==> src/rtl/core/segregated_pool_allocator_top_assert.svh <==
// ---------------------------------------------------------------------------
// Assertion macros for the segregated pool allocator
// Shared property templates, clocked on clk and disabled while in reset.
// ---------------------------------------------------------------------------
`ifndef SEGREGATED_POOL_ALLOCATOR_TOP_ASSERT_SVH
`define SEGREGATED_POOL_ALLOCATOR_TOP_ASSERT_SVH

// Consequent must hold in the same cycle as the antecedent.
`define SPA_ASSERT_SAME(label, ante, cons) \
  label: assert property (@(posedge clk) disable iff (!rst_n) (ante) |-> (cons)) \
    else $error("segregated pool allocator: same-cycle check failed");

// Consequent must hold in the cycle after the antecedent.
`define SPA_ASSERT_NEXT(label, ante, cons) \
  label: assert property (@(posedge clk) disable iff (!rst_n) (ante) |=> (cons)) \
    else $error("segregated pool allocator: next-cycle check failed");

`endif

==> src/rtl/core/spa_pkg.sv <==
// ---------------------------------------------------------------------------
// spa_pkg
// Types, constants and helper functions shared by the pool allocator modules.
// ---------------------------------------------------------------------------
package spa_pkg;

  // Heap geometry.
  localparam int HEAP_CHUNKS   = 16;
  localparam int CHUNK_BYTES   = 4096;
  localparam int NUM_CLASSES   = 8;
  localparam int GRANULE_SHIFT = 5;
  localparam int CHUNK_SHIFT   = 12;
  localparam int GRANULES      = HEAP_CHUNKS * (CHUNK_BYTES >> GRANULE_SHIFT);

  // Derived widths.
  localparam int CHUNK_W = $clog2(HEAP_CHUNKS);
  localparam int BRK_W   = CHUNK_W + 1;
  localparam int OFF_W   = CHUNK_SHIFT - GRANULE_SHIFT;
  localparam int GIDX_W  = CHUNK_W + OFF_W;
  localparam int LINK_W  = GIDX_W + 1;
  localparam int CLASS_W = $clog2(NUM_CLASSES);
  localparam int ADDR_W  = 16;
  localparam int SIZE_W  = 16;
  localparam int LIMIT_W = 5;

  // Request limits.
  localparam logic [SIZE_W-1:0]  MAX_POOL_SIZE = 16'd4088;
  localparam logic [ADDR_W-1:0]  HDR_BYTES     = 16'd8;
  localparam logic [LIMIT_W-1:0] LIMIT_RESET   = LIMIT_W'(HEAP_CHUNKS);

  // Operation codes.
  localparam logic OP_ALLOC = 1'b0;
  localparam logic OP_FREE  = 1'b1;

  // Result status codes.
  typedef enum logic [1:0] {
    ST_OK        = 2'd0,
    ST_TOO_LARGE = 2'd1,
    ST_OOM       = 2'd2,
    ST_INVALID   = 2'd3
  } spa_status_t;

  // Controller states.
  typedef enum logic [1:0] {
    S_IDLE,
    S_DECODE,
    S_CARVE,
    S_POP
  } spa_state_t;

  // Commands from the controller to the datapath.
  typedef struct packed {
    logic load;
    logic rd_head;
    logic finish;
    logic carve_init;
    logic carve_step;
    logic pop;
  } spa_cmd_t;

  // Status from the datapath to the controller.
  typedef struct packed {
    logic is_alloc;
    logic too_large;
    logic head_valid;
    logic can_carve;
    logic carve_last;
  } spa_stat_t;

  // Size class from the request size plus header rounding (size + 7).
  // The class is the bit length of that value less five.
  function automatic logic [CLASS_W-1:0] class_of(input logic [11:0] v);
    logic [CLASS_W-1:0] c;
    c = '0;
    for (int b = 5; b < 12; b++) begin
      if (v[b]) begin
        c = CLASS_W'(b - 4);
      end
    end
    return c;
  endfunction

  // Low chunk-offset bits that must be zero for a block of class c.
  function automatic logic [11:0] align_mask(input logic [CLASS_W-1:0] c);
    logic [12:0] m;
    m = (13'd32 << c) - 13'd1;
    return m[11:0];
  endfunction

endpackage

==> src/rtl/core/spa_ctrl.sv <==
// ---------------------------------------------------------------------------
// spa_ctrl
// Request sequencer: decode, pop, free and chunk carving steps.
// ---------------------------------------------------------------------------
module spa_ctrl import spa_pkg::*; (
  input  logic      clk,
  input  logic      rst_n,
  input  logic      start,
  input  spa_stat_t stat,
  output logic      busy,
  output spa_cmd_t  cmd
);

  spa_state_t state_r;
  spa_state_t state_nxt;
  logic       accept;

  // The block takes a word when idle or while finishing a pop.
  assign busy   = (state_r != S_IDLE) && (state_r != S_POP);
  assign accept = start && !busy;

  // Next-state logic.
  always_comb begin
    state_nxt = state_r;
    case (state_r)
      S_IDLE: begin
        if (accept) state_nxt = S_DECODE;
      end
      S_DECODE: begin
        if (stat.is_alloc && !stat.too_large && stat.head_valid) begin
          state_nxt = S_POP;
        end else if (stat.is_alloc && !stat.too_large && stat.can_carve) begin
          state_nxt = S_CARVE;
        end else begin
          state_nxt = S_IDLE;
        end
      end
      S_CARVE: begin
        if (stat.carve_last) state_nxt = S_DECODE;
      end
      S_POP: begin
        state_nxt = accept ? S_DECODE : S_IDLE;
      end
      default: state_nxt = S_IDLE;
    endcase
  end

  // Command outputs.
  always_comb begin
    cmd      = '0;
    cmd.load = accept;
    case (state_r)
      S_DECODE: begin
        if (stat.is_alloc && !stat.too_large && stat.head_valid) begin
          cmd.rd_head = 1'b1;
        end else if (stat.is_alloc && !stat.too_large && stat.can_carve) begin
          cmd.carve_init = 1'b1;
        end else begin
          cmd.finish = 1'b1;
        end
      end
      S_CARVE: cmd.carve_step = 1'b1;
      S_POP:   cmd.pop = 1'b1;
      default: ;
    endcase
  end

  // State register.
  always_ff @(posedge clk) begin
    if (!rst_n) begin
      state_r <= S_IDLE;
    end else begin
      state_r <= state_nxt;
    end
  end

endmodule

==> config.mk <==
export PLATFORM = sky130hd
export DESIGN_NAME = spa_ctrl
export DESIGN_NICKNAME = d
export VERILOG_FILES = /design/src/rtl/core/segregated_pool_allocator_top_assert.svh /design/src/rtl/core/spa_pkg.sv /design/src/rtl/core/spa_ctrl.sv
export SDC_FILE = /design/constraint.sdc
export NUM_CORES = 1
export LEC_CHECK = 0
export ABC_AREA = 1
export BUFFER_PORTS_ARGS = -buffer_cell sky130_fd_sc_hd__buf_2
export CAP_MARGIN = 20
export CORE_AREA = 2 2 39 41
export CTS_CLUSTER_SIZE = 30
export DETAILED_ROUTE_END_ITERATION = 8
export DIE_AREA = 0 0 41 43
export GPL_TIMING_DRIVEN = 0
export SLEW_MARGIN = 20
export SYNTH_ARGS = -nofsm -noshare
export SYNTH_HDL_FRONTEND = slang
export SYNTH_SLANG_ARGS = --single-unit
==> constraint.sdc <==
create_clock -name clk -period 1.42 [get_ports clk]
set_input_delay 0.142 -clock clk [delete_from_list [all_inputs] [get_ports clk]]
set_output_delay 0.142 -clock clk [all_outputs]
set_load 0.01 [all_outputs]
Yosys cells after proc, flatten, opt, wreduce, memory -nomap -nowiden
Index checks and enable logic that the tools add are counted.

storage, ports and cells
  input port bits = 8
  register bits after elaboration = 2
  word-level logic and storage cells = 30
  output and inout bits = 7

operators by class
  mux-type cells = 13
  equal/unequal tests = 6
  reductions and logical operators = 10

operators by type and width
  cell                                           count
  2-to-1 mux 2 bit                               5
  case mux 2 bit (4 select lines)                1
  2-to-1 mux 1 bit                               6
  != test 2 bit, second input constant           3
  logical AND 1 bit                              5
  == test 2 bit, second input constant           2
  2-to-1 mux 3 bit                               1
  == test 2 x 1 -> 1 bit, second input constant  1
  logical NOT 1 bit                              2
  logical NOT 2 bit                              1
  AND reduction 2 bit                            1
  nonzero test 2 bit                             1

Depth between registers and ports, before layout
  depth in word-level cells = 6
  mapped depth = 9
  depth with buffers taken out = 9

Worst setup path before layout
No wires, ideal clock.

  kind = register to register
  from = reg state_r[0]
  to = reg state_r[0]
  buffers on the path = 0
  setup time = 113 ps
  setup slack = 198 ps
  period minus slack after synthesis = 1222 ps
  required time = 1307 ps
  arrival time = 1109 ps
  stages on the path, launching flop included = 9
  cell sequence = dfxtp_1 inv_1 ha_1 inv_1 nand2_1 nand2_1 nand2_2 nor2_1 nor2_1

on the way
  word-level cells in the longest chain between the ends = 6
  elaborated cells between the ends (all ways) = 14
  those cells by class = eq/ne (6); mux (2); reduce/logical (6)

ends and longest elaborated chain
  item                                                                           RTL line        RTL
  start, declared                                                                spa_ctrl.sv:14  spa_state_t state_r;
  start signal, assigned                                                         spa_ctrl.sv:73  state_r <= state_nxt;
  != test 2 bit / nonzero test 2 bit (equally long branches)                     spa_ctrl.sv:19  assign busy = (state_r != S_IDLE) && (state_r != S_POP);
  logical AND 1 bit (*)                                                          spa_ctrl.sv:19
  net busy                                                                       spa_ctrl.sv:10  output logic busy,
  logical NOT 1 bit (*)                                                          spa_ctrl.sv:20  assign accept = start && !busy;
  logical AND 1 bit (*)                                                          spa_ctrl.sv:20
  2-to-1 mux 1 bit / != test 2 bit (equally long branches)                       n/a
  case mux 2 bit (4 select lines) / AND reduction 2 bit (equally long branches)  n/a

The timed path passes the listed nets; every way through them passes the cells marked *.
A chain may end at the register's enable or synchronous reset.

==> impl_results.md <==
- Number of sinks on the clock net: 2
- Vias in the first global route: 241
- Die boundary height: 43 um
- Cells after synthesis: 38
- Slew headroom: 92.61%
- # H-tree levels: 1
- Die outline area: 1763 sq um
- Portion of the clock cycle consumed by the worst path in the final layout: 93.68%
- Number of buffers created by CTS: 3
- Number of input and output port buffers inserted: 14
- Clock slew seen by the registers of the worst setup and hold paths: 0.03 ns
- Endpoint required time on the critical path: 1.28 ns
- Total Negative Setup Slacks: 0 ns
- Stage delay of the slowest cell on the critical path: 0.35 ns
- Netlist Area Pre-Place: 231.5 sq um
- Maximum number of buffers from clock root to sink: 2
- Critical path endpoint category: output pin
- Overall routed net length: 555 um
- Number of pins with negative max-slew slack in the final report: 0
- Fraction of post-synthesis cell area in the top cell type by area: 21.62%
- Number of vias per cell after detailed routing: 3.973
- Worst hold path class: primary input to register
- Worst supply voltage drop on vdd: 491.2 uV
- Number of detailed-routing iterations run before antenna repair: 4
- End-of-flow core utilization: 28.21%
- Die W: 41 um
- Standard-cell rows: 14
- Final period demand of the worst path: 1.330 ns
- CP cell instances: inv_4, ha_2, nand4_1, nor2_1, buf_2
- DR DRC count: 0
- Post-Route Skew: 0.001774 ns
- Clock insertion delay at the later pin of the skew report: 0.22 ns
- Maximum number of pins on one net before global-route repair: 5
- Main area contributors after synthesis: sky130_fd_sc_hd__ha_1, sky130_fd_sc_hd__nand2_1, sky130_fd_sc_hd__dfxtp_1
- GR Overflow Total: 0
- Actual transition at the worst max-transition pin: 0.1104 ns
- Total number of vias: 290
- Count of warnings emitted by yosys: 0
- Root buffer cell: sky130_fd_sc_hd__clkbuf_4
- Result of the run: completed
- Number of primary I/O pins: 15
- Initial core utilization: 16.73%
- TritonCTS clock tree: built
- Count of different cell masters after synthesis: 12
- Final count of hold timing violations: 0
- Area Overhead vs Synth: 68.65%
- Global-route usage over all layers: 7.808%
- Critical path's slowest cell: sky130_fd_sc_hd__dfxtp_4
- Wire length per cell: 7.603 um
- Crit path kind: register to output pin
- Post-detailed-route count of antenna-violating nets: 0
- Wire length of the first global-routing pass: 903 um
- Antenna violations before repair: 0
- Iteration-0 DRC count of the detailed router: 5
- Synthesized area divided by synthesized cell count: 6.091 sq um
- Register bit count reported by yosys: 2
- Max FFs per register: 2
- Seq/Total Area, Yosys: 17.30%
- Synth area leader: sky130_fd_sc_hd__ha_1
- Data arrival time of the worst path: 1.19 ns
- Achievable clock frequency: 751.7 MHz
- Final layout net count: 71
- Max Fanout on Critical Path: 4
- Hold buffer count at cts: 0
- Inserted Diodes: 0
- Nature of the critical path startpoint: register
- MaxCap Viol Count: 0
- DP Wirelength: 414.9 um
- Register ranked first by flip-flop count: state_r
- Core Region: 1384 sq um
- P per Cell Area: 2092 nW/um^2
- Cell leakage power: 0.0002408 uW
- Fraction of layout instances using a drive strength above 1: 56.14%
- Post-route total power: 816.8 uW
- GP Congestion: 0.6033
- Registers with the most flip-flops: state_r (2)
- Number of setup violations in the final report: 0
- Net count after synthesis: 50
final timing paths:
| path | startpoint | to | slack (ns) | cells after the start |
|---|---|---|---|---|
| max reg2reg | state_r[0] | state_r[0] | 0.15 | 9 |
| min | rst_n | state_r[0] | 0.15 | 3 |
| max | state_r[1] | cmd[2] | 0.09 | 5 |
| min reg2reg | state_r[1] | state_r[1] | 0.68 | 5 |
layout make-up:
| type | count | area, sq um |
|---|---|---|
| fill | 162 | 993.5 |
| multi-input combinational | 27 | 171.4 |
| timing repair buffer | 17 | 98.84 |
| sequential | 2 | 45.04 |
| inverter | 8 | 32.53 |
| clock buffer | 3 | 22.52 |
| tap | 16 | 20.02 |
cell families after synthesis:
kind of cell,Yosys count,synth area share [%]
flops,2,17.30
buf+inv,9,16.22
compound gates,1,2.704
simple gates,22,42.16
fa+ha+maj,4,21.62
critical path, delay by kind of cell (launching register included):
| family | cells | cell delay (ns) |
|---|---|---|
| buf+inv | 2 | 0.19 |
| flops | 1 | 0.35 |
| simple gates | 2 | 0.22 |
| fa+ha+maj | 1 | 0.20 |
power breakdown:
part | switching [uW] | internal (uW) | total (uW)
registers | 35.4 | 98.0 | 133
clock network | 31.0 | 93.1 | 124
logic | 289 | 270 | 559
total | 356 | 461 | 817
through the flow:
stage          setup WS, ns  area [sq um]  hold slack, ns  instances
2_1_floorplan        0.1978         231.5          0.2625         38
3_3_place_gp         0.1640         321.6          0.3826         68
3_5_place_dp         0.1501         321.6          0.3914         68
4_1_cts            0.006817         361.6          0.1455         71
5_1_grt           -0.005789         390.4          0.1497         73
6_report            0.08968         390.4          0.1545         73
per-layer routing:
metal	vias to the layer above	GRT usage [%]	routed length [um]
met5	-	0	0
met2	5	9.375	295
met3	0	4.712	31
met4	0	6.000	0
met1	131	9.554	228
li1	154	-	-
Yosys cell counts (all sizes together):
cell / count
nand2: 12
nor2: 7
inv: 8
a31oi: 1
buf: 1
nand3: 1
ha: 4
nand4: 2
dfxtp: 2
layout by cell type (no fill, tap or decap), types with 2 or more instances in the layout:
master,synthesis,routed
sky130_fd_sc_hd__buf_2,0,13
sky130_fd_sc_hd__inv_2,1,4
sky130_fd_sc_hd__clkbuf_4,0,3
sky130_fd_sc_hd__nor2_1,7,7
sky130_fd_sc_hd__ha_1,4,2
sky130_fd_sc_hd__nand2_1,11,10
sky130_fd_sc_hd__nand2_2,1,2
sky130_fd_sc_hd__inv_1,7,3
sky130_fd_sc_hd__buf_4,1,3
timing repair:
action / CTS / global route
gates resized for setup: 6 / 6
setup buffers: 0 / 3
endpoints found under the setup margin: 1 / 3
pin swaps: 1 / 2
No activity file was read; power rests on OpenSTA's default activity.
